--- config.mk ---
export PLATFORM = sky130hd
export DESIGN_NAME = e0_style_keystream_byte_cipher
export DESIGN_NICKNAME = d
export VERILOG_FILES = /design/src/rtl/e0kc_pkg.sv /design/src/rtl/e0kc_seed_regs.sv /design/src/rtl/e0kc_keystream.sv /design/src/rtl/e0_style_keystream_byte_cipher.sv
export SDC_FILE = /design/constraint.sdc
export NUM_CORES = 1
export LEC_CHECK = 0
export BUFFER_PORTS_ARGS = -buffer_cell sky130_fd_sc_hd__buf_2
export CAP_MARGIN = 15
export CORE_ASPECT_RATIO = 0.6
export CORE_UTILIZATION = 30
export CTS_BUF_LIST = sky130_fd_sc_hd__clkbuf_8
export DETAILED_ROUTE_END_ITERATION = 10
export GPL_TIMING_DRIVEN = 0
export PLACE_DENSITY = 0.45
export SETUP_SLACK_MARGIN = 0.3
export SLEW_MARGIN = 20
export SYNTH_ARGS = -nofsm -noshare
export SYNTH_HDL_FRONTEND = slang
export SYNTH_SLANG_ARGS = --single-unit
export TNS_END_PERCENT = 10
--- constraint.sdc ---
create_clock -name clk -period 11.5 [get_ports clk]
set_input_delay 2.3 -clock clk [delete_from_list [all_inputs] [get_ports clk]]
set_output_delay 2.3 -clock clk [all_outputs]
set_load 0.01 [all_outputs]
--- src/rtl/e0kc_pkg.sv ---
// ---------------------------------------------------------------------------
// e0kc_pkg
// Shared widths, tap positions, generator state type and the one-bit step
// of the E0-style combiner generator.
// ---------------------------------------------------------------------------
`default_nettype none

package e0kc_pkg;

    localparam int unsigned W_ONE   = 25;
    localparam int unsigned W_TWO   = 31;
    localparam int unsigned W_THREE = 33;
    localparam int unsigned W_FOUR  = 39;
    localparam int unsigned W_CARRY = 2;
    localparam int unsigned W_BYTE  = 8;

    localparam int unsigned W_CFG_DATA  = W_FOUR;
    localparam int unsigned W_CFG_INDEX = 3;

    // Configuration register indexes
    localparam logic [W_CFG_INDEX-1:0] REG_LFSR1_SEED = 3'd0;
    localparam logic [W_CFG_INDEX-1:0] REG_LFSR2_SEED = 3'd1;
    localparam logic [W_CFG_INDEX-1:0] REG_LFSR3_SEED = 3'd2;
    localparam logic [W_CFG_INDEX-1:0] REG_LFSR4_SEED = 3'd3;
    localparam logic [W_CFG_INDEX-1:0] REG_CARRY_SEED = 3'd4;

    // Feedback taps besides the top bit
    localparam int unsigned TAP1_A = 7;
    localparam int unsigned TAP1_B = 11;
    localparam int unsigned TAP1_C = 19;
    localparam int unsigned TAP2_A = 11;
    localparam int unsigned TAP2_B = 15;
    localparam int unsigned TAP2_C = 23;
    localparam int unsigned TAP3_A = 3;
    localparam int unsigned TAP3_B = 23;
    localparam int unsigned TAP3_C = 27;
    localparam int unsigned TAP4_A = 3;
    localparam int unsigned TAP4_B = 27;
    localparam int unsigned TAP4_C = 35;

    typedef struct packed {
        logic [W_ONE-1:0]   one;
        logic [W_TWO-1:0]   two;
        logic [W_THREE-1:0] three;
        logic [W_FOUR-1:0]  four;
        logic [W_CARRY-1:0] carry;   // bit0 = s0, bit1 = s1
    } gen_state_t;

    typedef struct packed {
        gen_state_t state;
        logic       key;
    } step_result_t;

    // One keystream bit: output the bit and advance every register once.
    function automatic step_result_t gen_step(input gen_state_t s);
        step_result_t r;
        logic         t1, t2, t3, t4;
        logic         f1, f2, f3, f4;
        logic [2:0]   count;
        logic [2:0]   total;
        logic [1:0]   d;
        t1 = s.one[W_ONE-1];
        t2 = s.two[W_TWO-1];
        t3 = s.three[W_THREE-1];
        t4 = s.four[W_FOUR-1];
        count = {2'b00, t1} + {2'b00, t2} + {2'b00, t3} + {2'b00, t4};
        total = {1'b0, s.carry[1], 1'b0} + {2'b00, s.carry[0]} + count;
        d = total[2:1];
        f1 = s.one[TAP1_A] ^ s.one[TAP1_B] ^ s.one[TAP1_C] ^ t1;
        f2 = s.two[TAP2_A] ^ s.two[TAP2_B] ^ s.two[TAP2_C] ^ t2;
        f3 = s.three[TAP3_A] ^ s.three[TAP3_B] ^ s.three[TAP3_C] ^ t3;
        f4 = s.four[TAP4_A] ^ s.four[TAP4_B] ^ s.four[TAP4_C] ^ t4;
        r.key         = t1 ^ t2 ^ t3 ^ t4 ^ s.carry[0];
        r.state.one   = {s.one[W_ONE-2:0], f1};
        r.state.two   = {s.two[W_TWO-2:0], f2};
        r.state.three = {s.three[W_THREE-2:0], f3};
        r.state.four  = {s.four[W_FOUR-2:0], f4};
        r.state.carry = {d[0] ^ s.carry[1], d[1]};
        return r;
    endfunction

endpackage

`default_nettype wire

--- src/rtl/e0kc_seed_regs.sv ---
// ---------------------------------------------------------------------------
// e0kc_seed_regs
// Seed registers written through the configuration port; a restart loads
// them into the generator.
// ---------------------------------------------------------------------------
`default_nettype none

module e0kc_seed_regs
    import e0kc_pkg::*;
(
    input  wire logic                   clk,
    input  wire logic                   rst_n,
    input  wire logic                   cfg_we,
    input  wire logic [W_CFG_INDEX-1:0] cfg_index,
    input  wire logic [W_CFG_DATA-1:0]  cfg_data,
    output gen_state_t                  seeds
);

    gen_state_t seed_reg;

    always_ff @(posedge clk or negedge rst_n)
    begin
        if (!rst_n)
        begin
            seed_reg <= '0;
        end
        else if (cfg_we)
        begin
            // Drop bits above each register's width; ignore unknown indexes.
            case (cfg_index)
                REG_LFSR1_SEED: seed_reg.one   <= cfg_data[W_ONE-1:0];
                REG_LFSR2_SEED: seed_reg.two   <= cfg_data[W_TWO-1:0];
                REG_LFSR3_SEED: seed_reg.three <= cfg_data[W_THREE-1:0];
                REG_LFSR4_SEED: seed_reg.four  <= cfg_data[W_FOUR-1:0];
                REG_CARRY_SEED: seed_reg.carry <= cfg_data[W_CARRY-1:0];
                default:        seed_reg       <= seed_reg;
            endcase
        end
    end

    assign seeds = seed_reg;

endmodule

`default_nettype wire

--- src/rtl/e0kc_keystream.sv ---
// ---------------------------------------------------------------------------
// e0kc_keystream
// Eight chained generator steps: one keystream byte and the state after it.
// ---------------------------------------------------------------------------
`default_nettype none

module e0kc_keystream
    import e0kc_pkg::*;
(
    input  wire gen_state_t         cur_state,
    output gen_state_t              nxt_state,
    output logic [W_BYTE-1:0]       key_byte
);

    always_comb
    begin
        gen_state_t   s;
        step_result_t r;
        s        = cur_state;
        key_byte = '0;
        // First bit lands in the most significant position.
        for (int i = 0; i < W_BYTE; i++)
        begin
            r = gen_step(s);
            key_byte[W_BYTE-1-i] = r.key;
            s = r.state;
        end
        nxt_state = s;
    end

endmodule

`default_nettype wire

--- src/rtl/e0_style_keystream_byte_cipher.sv ---
// ---------------------------------------------------------------------------
// e0_style_keystream_byte_cipher
// E0-style combiner keystream generator that XORs one keystream byte onto
// each message byte (encrypt and decrypt are the same operation).
// ---------------------------------------------------------------------------
//
//  Channel   Direction  Contents
//  -------   ---------  ------------------------------------------------------
//  s_*       in         tdata = msg_byte; tuser = restart
//  m_*       out        tdata = {key_byte, out_byte}
//  cfg_*     in         seed writes: index 0..3 LFSR seeds, 4 carry seed
//
//  One byte per cycle sustained while m_tready stays high. A request is
//  captured in the input register, then eight chained bit steps of the four
//  LFSRs and the carry combiner run combinationally into the result register
//  and the generator state; m_* is driven from the result register.
//  Reset clears seeds and generator state; without a restart the generator
//  runs from the all-zero state. A stalled result holds both stages; s_tready
//  stays high while either stage can move.
//
`default_nettype none

module e0_style_keystream_byte_cipher
    import e0kc_pkg::*;
(
    input  wire logic                   clk,
    input  wire logic                   rst_n,

    input  wire logic                   s_tvalid,
    output logic                        s_tready,
    input  wire logic [7:0]             s_tdata,   // [7:0] msg_byte
    input  wire logic                   s_tuser,   // [0] restart

    output logic                        m_tvalid,
    input  wire logic                   m_tready,
    output logic [15:0]                 m_tdata,   // [7:0] out_byte, [15:8] key_byte

    input  wire logic                   cfg_we,
    input  wire logic [W_CFG_INDEX-1:0] cfg_index,
    input  wire logic [W_CFG_DATA-1:0]  cfg_data
);

    gen_state_t          seeds;
    gen_state_t          gen_reg;
    gen_state_t          gen_next;
    gen_state_t          start_state;

    logic                in_valid_reg;
    logic [W_BYTE-1:0]   msg_reg;
    logic                restart_reg;

    logic                out_valid_reg;
    logic [W_BYTE-1:0]   out_byte_reg;
    logic [W_BYTE-1:0]   key_byte_reg;
    logic [W_BYTE-1:0]   key_byte;

    logic                advance;
    logic                fire;
    logic                accept;

    // Seed registers from the configuration port.
    e0kc_seed_regs u_seed_regs (
        .clk       (clk),
        .rst_n     (rst_n),
        .cfg_we    (cfg_we),
        .cfg_index (cfg_index),
        .cfg_data  (cfg_data),
        .seeds     (seeds)
    );

    // Result stage moves when its register is empty or being drained.
    assign advance  = !out_valid_reg || m_tready;
    assign fire     = in_valid_reg && advance;
    assign s_tready = !in_valid_reg || advance;
    assign accept   = s_tvalid && s_tready;

    // A restart reloads all generator state before this byte's bits.
    assign start_state = restart_reg ? seeds : gen_reg;

    e0kc_keystream u_keystream (
        .cur_state (start_state),
        .nxt_state (gen_next),
        .key_byte  (key_byte)
    );

    // Input register: hold while the result stage is stalled.
    always_ff @(posedge clk or negedge rst_n)
    begin
        if (!rst_n)
        begin
            in_valid_reg <= 1'b0;
        end
        else if (s_tready)
        begin
            in_valid_reg <= s_tvalid;
        end
    end

    always_ff @(posedge clk)
    begin
        if (accept)
        begin
            msg_reg     <= s_tdata[W_BYTE-1:0];
            restart_reg <= s_tuser;
        end
    end

    // Generator state advances once per processed byte.
    always_ff @(posedge clk or negedge rst_n)
    begin
        if (!rst_n)
        begin
            gen_reg       <= '0;
            out_valid_reg <= 1'b0;
        end
        else
        begin
            if (fire)
            begin
                gen_reg <= gen_next;
            end
            if (advance)
            begin
                out_valid_reg <= in_valid_reg;
            end
        end
    end

    always_ff @(posedge clk)
    begin
        if (fire)
        begin
            out_byte_reg <= msg_reg ^ key_byte;
            key_byte_reg <= key_byte;
        end
    end

    assign m_tvalid = out_valid_reg;
    assign m_tdata  = {key_byte_reg, out_byte_reg};

endmodule

`default_nettype wire
Word level (Yosys, flattened, before mapping). Cells that the tools add are included.

Input bits: 56. Latch bits: 0. Flip-flop bits (word level): 287. Memories: 0. ROM bits: 0. Memory bits (writable): 0. Word-level logic and storage cells: 210. Output and inout bits: 18.

$mul: 0. Divide/modulo/power cells: 0. Shifts and indexed selects: 0. $lt $le $gt $ge: 0. Reduce and logical (&&, ||, !) cells: 12. Multiplexer cells: 1. Equality and inequality tests: 4. Add/subtract/negate cells: 40. Bitwise logic cells: 137.

Operator list (number): $xor A1 B1 Y1 (136); $mux W130 (1); $add A3 B1 Y3 (16); $add A2 B1 Y3 (8); $add A3 B3 Y3 (8); $add A1 B1 Y2 (8); $reduce_and A2 Y1 (5); $xor A8 B8 Y8 (1); $eq A3 B2 Y1 const B (2); $eq A3 B1 Y1 const B (1); $eq A3 B3 Y1 const B (1); $logic_not A3 Y1 (1); $logic_and A1 B1 Y1 (2); $logic_not A1 Y1 (2); $logic_or A1 B1 Y1 (2).

Depth between registers and ports, before layout.
Depth in word-level cells: 27. Mapped depth: 43. Mapped depth without buffers: 39.

Modules after synthesis. Synthesis repeated with hierarchy kept, for this count alone.

Cells, all modules: 1018. Area total of the unflattened synthesis: 15034.4 um^2.

Modules (own cells, without submodules): e0_style_keystream_byte_cipher (times used 1, cells each 460, area each 7643.6 um^2, seq. area each 4053.9 um^2); e0kc_seed_regs (times used 1, cells each 278, area each 4895.9 um^2, seq. area each 3253.1 um^2); e0kc_keystream (times used 1, cells each 280, area each 2494.9 um^2, seq. area each 0.0 um^2).

Worst setup path before layout. OpenSTA, ideal clock, no wires.

Path kind: register to register. Start point: register restart_reg. End point: register gen_reg[1] in the netlist's numbering. Setup slack: -1.278 ns. Buffers on the path: 5. Stages on the path, launching flop included: 44. Arrival: 12.606 ns. Clock period less this slack: 12.778 ns. Data required time: 11.328 ns. Setup time: 0.172 ns. Cell sequence: edfxtp_1 -> buf_6 -> buf_4 -> buf_2 -> buf_2 -> mux2_2 -> ha_1 -> fa_1 -> nor2b_1 -> fa_1 -> xnor2_1 -> fa_1 -> nor2_1 -> fa_1 -> xnor2_1 -> xnor2_2 -> inv_2 -> ha_1 -> [... 8 more ...] -> fa_1 -> clkbuf_1 -> xor2_2 -> ha_1 -> fa_1 -> xnor2_1 -> fa_1 -> or2_2 -> fa_1 -> xnor2_1 -> xor2_1 -> ha_1 -> inv_1 -> fa_1 -> xor2_1 -> nand2_1 -> o221ai_1 -> a211oi_1.

Cells in the longest elaborated chain, start to end: 27. Elaborated cells between the ends (all ways): 49. Those cells by class: 40 x add/sub; 1 x mux; 8 x bitwise.

RTL lines: from (decl) (line e0_style_keystream_byte_cipher.sv:50) `logic restart_reg;`; from (signal assigned) (line e0_style_keystream_byte_cipher.sv:104) `restart_reg <= s_tuser;`; $mux W130 (*) (line e0_style_keystream_byte_cipher.sv:78) `assign start_state = restart_reg ? seeds : gen_reg;`; $add A1 B1 Y2 (line e0kc_pkg.sv:66) `count = {2'b00, t1} + {2'b00, t2} + {2'b00, t3} + {2'b00, t4};`; $add A3 B1 Y3 (2 in series) (line e0kc_pkg.sv:66); $add A3 B3 Y3 (line e0kc_pkg.sv:67) `total = {1'b0, s.carry[1], 1'b0} + {2'b00, s.carry[0]} + count;`; $xor A1 B1 Y1 (line e0kc_pkg.sv:78) `r.state.carry = {d[0] ^ s.carry[1], d[1]};`; $add A2 B1 Y3 (line e0kc_pkg.sv:67); $add A3 B3 Y3 (line e0kc_pkg.sv:67); $xor A1 B1 Y1 (line e0kc_pkg.sv:78); [... 10 more ...]; $add A3 B3 Y3 (line e0kc_pkg.sv:67); $xor A1 B1 Y1 (line e0kc_pkg.sv:78); $add A2 B1 Y3 (line e0kc_pkg.sv:67); $add A3 B3 Y3 (line e0kc_pkg.sv:67); $xor A1 B1 Y1 (line e0kc_pkg.sv:78); $add A2 B1 Y3 (line e0kc_pkg.sv:67); $add A3 B3 Y3 (line e0kc_pkg.sv:67); $xor A1 B1 Y1 (*) (line e0kc_pkg.sv:78); to (signal assigned) (line e0_style_keystream_byte_cipher.sv:120) `gen_reg <= gen_next;`; to (decl) (line e0_style_keystream_byte_cipher.sv:44) `gen_state_t gen_reg;`.

Mark *: on every way between the ends. The rest lies on a longest branch, timed or not. A chain may end at the register's enable or synchronous reset.

Worst setup path after layout. Ends and elaborated chain as after synthesis.

==> reports/qor.txt <==
DRC violation count after routing -> 0
Number of clock sinks -> 287
Achievable Freq -> 85.58 MHz
Number of nets with antenna violations after routing -> 0
Post-detailed-route via-to-cell ratio -> 4.832
Summed area of non-filler cells in the final layout -> 0.01711 sq mm
CTS clk-pin slew, worst paths -> 60 ps
Worst setup EP type -> flip-flop
Worst clock skew on the final layout -> 43.42 ps
Multi-input logic area -> 0.007051 sq mm
Setup repair after global routing missed its margin -> true
Max-slew headroom -> 0.2377
Remaining Overflow, GRT -> 0
Worst setup path class -> flip-flop to flip-flop
Total iterations of the first detailed-routing run -> 5
Number of failing hold endpoints at the final stage -> 0
Die area -> 0.04919 sq mm
Per-instance average area after synthesis -> 11.90 sq um
Filler-free cell count of the finished design -> 2,032
Max-cap check violation count -> 0
R2r startpoint -> restart_reg
Worst-Skew Late Latency -> 610 ps
Shortest clock period the worst path allows after layout -> 11,690 ps
Number of antenna violations at the first check in global routing -> 10
Filler Cells Inserted -> 4,682
Number of buffers added on ports -> 73
Nets in the synthesized netlist -> 1,305
CTS tree -> yes
R2R cell count -> 42
Cell with the biggest individual delay on the critical path -> sky130_fd_sc_hd__fa_2
Global-route wire length before repair -> 69,920 um
Gpl congestion -> 0.7850
Final #Nets -> 1,453
Total placed instance area -> 0.01589 sq mm
Maximum clock path buffer count -> 3
Reg-to-reg setup timing slack -> -190 ps
Total core area -> 0.04694 sq mm
Largest net degree at the start of global routing -> 89
Required time at the worst-slack endpoint -> 12,000 ps
Initial core utilization -> 0.3086
Total wirelength of the detailed-routed design -> 48,010 um
Number of placed cells counting well taps -> 1,923
Number of global-route vias before repair -> 9,773
Critical-path maximum fanout -> 4
Buffer cell driving the clock tree root -> sky130_fd_sc_hd__clkbuf_8
Portion of synthesized cell area occupied by the leading cell type -> 0.4526
Flop and latch count out of synthesis -> 287
Worst slew pin tran -> 1112 ps
Delay of the slowest cell on the worst path -> 630 ps
Final period utilization -> 1.016
Number of distinct library cells after synthesis -> 41
Worst Setup Slack, final -> -185.3 ps
Most common cell type on the critical path -> sky130_fd_sc_hd__fa_1
Area overhead of the layout relative to synthesis -> 18.09%
Violations in the final reports -> setup timing
Crit path to -> gen_reg[1]
Total number of yosys warnings -> 0
Proportion of layout cells with a drive suffix above 1 -> 0.2655
H-Tree Depth -> 2
Critical path's top delay family -> adder cells
Result of the run -> complete, but fails checks
Synthesized netlist cell count -> 1,217
Vias post-DR -> 9,819
Cell area after synthesis -> 0.01449 sq mm
Number of clock buffers inserted by TritonCTS -> 47
Worst setup timing slack at the placement stage -> -1179 ps
Count of hold-fix buffers inserted at cts -> 0
Wire length per cell -> 23.63 um
Flip-flop and latch area -> 0.007307 sq mm
Top-Level Pins -> 74
Min-delay worst type -> flip-flop to flip-flop
Top area cells in the synthesized netlist -> sky130_fd_sc_hd__dfrtp_1 (45%), sky130_fd_sc_hd__mux2_2 (11%), sky130_fd_sc_hd__mux2i_1 (8.8%)
Final setup vio count -> 1
Max-slew violation total from the final report -> 0
Stages on worst setup path -> 42
Crit path buffers/inverters -> 5
Worst Setup SP -> restart_reg
Library cell with the largest summed area after synthesis -> sky130_fd_sc_hd__dfrtp_1
Detail Placement HPWL -> 34,620 um
Die Ht -> 172.2 um
Die boundary width -> 285.7 um
FF-to-FF End -> gen_reg[1]
Row Count -> 61
1st-iter DRT viols -> 798
Count of cells along the worst hold path -> 2
Critical Path Source Type -> flip-flop
Share of synthesized area occupied by flip-flops and latches -> 0.5044
Smallest hold slack -> 477.9 ps
GRT Overall Usage -> 0.1997
Critical Path AT -> 12,180 ps
[routing by layer]
layer	GRT usage	vias up	wire, um
met5	0	-	0
met4	0.03581	0	706
met3	0.04723	53	2983
met2	0.2737	238	19050
met1	0.3135	5064	25270
li1	-	4464	-
[worst min path at each step]
stage	startpoint	endpoint	slack [ps]
2_1_floorplan	gen_reg[9]	gen_reg[9]	450
3_3_place_gp	gen_reg[51]	gen_reg[51]	460
3_5_place_dp	gen_reg[15]	gen_reg[15]	470
4_1_cts	gen_reg[15]	gen_reg[15]	480
5_1_grt	gen_reg[15]	gen_reg[15]	490
6_report	gen_reg[20]	gen_reg[20]	480
[stage by stage]
step | utilization | TNS, ps
2_1_floorplan | - | -372.8
3_3_place_gp | 0.3366 | -1805
3_5_place_dp | 0.3386 | -1828
4_1_cts | 0.3633 | -177.0
5_1_grt | 0.3644 | -623.3
6_report | 0.3644 | -185.3
[cells in the mapped netlist]
| master | count |
|---|---|
| sky130_fd_sc_hd__a211oi_1 | 1 |
| sky130_fd_sc_hd__a21boi_0 | 4 |
| sky130_fd_sc_hd__a21oi_1 | 13 |
| sky130_fd_sc_hd__a221o_1 | 2 |
| sky130_fd_sc_hd__a22oi_1 | 1 |
| sky130_fd_sc_hd__a2bb2oi_1 | 1 |
| sky130_fd_sc_hd__and2_1 | 1 |
| sky130_fd_sc_hd__and3b_1 | 1 |
| sky130_fd_sc_hd__buf_1 | 2 |
| sky130_fd_sc_hd__buf_2 | 22 |
| sky130_fd_sc_hd__buf_4 | 3 |
| sky130_fd_sc_hd__buf_6 | 1 |
| sky130_fd_sc_hd__clkbuf_1 | 35 |
| sky130_fd_sc_hd__dfrtp_1 | 262 |
| sky130_fd_sc_hd__edfxtp_1 | 25 |
| sky130_fd_sc_hd__fa_1 | 16 |
| sky130_fd_sc_hd__ha_1 | 16 |
| sky130_fd_sc_hd__inv_1 | 19 |
| sky130_fd_sc_hd__inv_2 | 1 |
| sky130_fd_sc_hd__mux2_2 | 146 |
| sky130_fd_sc_hd__mux2i_1 | 127 |
| sky130_fd_sc_hd__mux2i_4 | 1 |
| sky130_fd_sc_hd__nand2_1 | 136 |
| sky130_fd_sc_hd__nand2b_1 | 3 |
| sky130_fd_sc_hd__nand3_1 | 11 |
| sky130_fd_sc_hd__nand4b_1 | 2 |
| sky130_fd_sc_hd__nor2_1 | 16 |
| sky130_fd_sc_hd__nor2b_1 | 3 |
| sky130_fd_sc_hd__nor3_1 | 2 |
| sky130_fd_sc_hd__nor3b_2 | 1 |
| sky130_fd_sc_hd__nor4_1 | 1 |
| sky130_fd_sc_hd__o21ai_0 | 138 |
| sky130_fd_sc_hd__o221ai_1 | 1 |
| sky130_fd_sc_hd__o22ai_1 | 1 |
| sky130_fd_sc_hd__or2_2 | 3 |
| sky130_fd_sc_hd__or3_1 | 2 |
| sky130_fd_sc_hd__xnor2_1 | 133 |
| sky130_fd_sc_hd__xnor2_2 | 2 |
| sky130_fd_sc_hd__xnor3_1 | 1 |
| sky130_fd_sc_hd__xor2_1 | 60 |
| sky130_fd_sc_hd__xor2_2 | 1 |
[worst min-delay path, cell delays in order (launching register included)]
cell	delay (ps)
sky130_fd_sc_hd__dfrtp_1	340
sky130_fd_sc_hd__nand2_1	40
sky130_fd_sc_hd__o21ai_0	60
[cell type report]
type,instances,area share
Buffer,63,0.02033
Clock inverter,31,0.009363
Antenna cell,1,0.0001463
Clock buffer,54,0.04345
Multi-Input combinational cell,847,0.4122
Tap cell,630,0.04608
Sequential cell,287,0.4272
Inverter,20,0.004389
Timing Repair Buffer,99,0.03687
[cells by family (layout without fill, tap and decap cells)]
group | after synthesis | count (layout) | share of synthesized area
flops | 287 | 287 | 0.5044
mux | 274 | 274 | 0.2028
xor+xnor | 197 | 197 | 0.1216
simple gates | 182 | 182 | 0.05217
compound gates | 162 | 162 | 0.05831
buf+inv | 83 | 267 | 0.02470
fa+ha+maj | 32 | 32 | 0.03593
other cells | 0 | 1 | 0
[cell usage in the layout, fill, tap and decap left out, types with 2 or more instances in the layout]
master	count
sky130_fd_sc_hd__a21boi_0	4
sky130_fd_sc_hd__a21oi_1	13
sky130_fd_sc_hd__a221o_1	2
sky130_fd_sc_hd__buf_1	2
sky130_fd_sc_hd__buf_12	4
sky130_fd_sc_hd__buf_16	3
sky130_fd_sc_hd__buf_2	91
sky130_fd_sc_hd__buf_4	26
sky130_fd_sc_hd__clkbuf_1	33
sky130_fd_sc_hd__clkbuf_8	55
sky130_fd_sc_hd__clkinv_1	2
sky130_fd_sc_hd__clkinv_2	5
sky130_fd_sc_hd__dfrtp_1	262
sky130_fd_sc_hd__edfxtp_1	25
sky130_fd_sc_hd__fa_1	10
sky130_fd_sc_hd__fa_2	6
sky130_fd_sc_hd__ha_1	13
sky130_fd_sc_hd__ha_4	3
sky130_fd_sc_hd__inv_1	40
sky130_fd_sc_hd__mux2_2	145
sky130_fd_sc_hd__mux2i_1	127
sky130_fd_sc_hd__nand2_1	136
sky130_fd_sc_hd__nand2b_1	3
sky130_fd_sc_hd__nand3_1	11
sky130_fd_sc_hd__nand4b_1	2
sky130_fd_sc_hd__nor2_1	13
sky130_fd_sc_hd__nor2_2	3
sky130_fd_sc_hd__nor2b_1	2
sky130_fd_sc_hd__nor3_1	2
sky130_fd_sc_hd__o21ai_0	138
sky130_fd_sc_hd__or2_4	2
sky130_fd_sc_hd__or3_1	2
sky130_fd_sc_hd__xnor2_1	125
sky130_fd_sc_hd__xnor2_2	9
sky130_fd_sc_hd__xor2_1	55
sky130_fd_sc_hd__xor2_2	3
sky130_fd_sc_hd__xor2_4	3
[repair_timing]
action,4_1_cts,5_1_grt
endpoints found under the setup margin,4,2
pin swaps,32,9
resized for setup,17,6
setup buffers,21,2
hold endpoints to repair,0,0
Power is not shown: default switching activity piles up to over one toggle a cycle in this logic, so the estimate is an artifact.
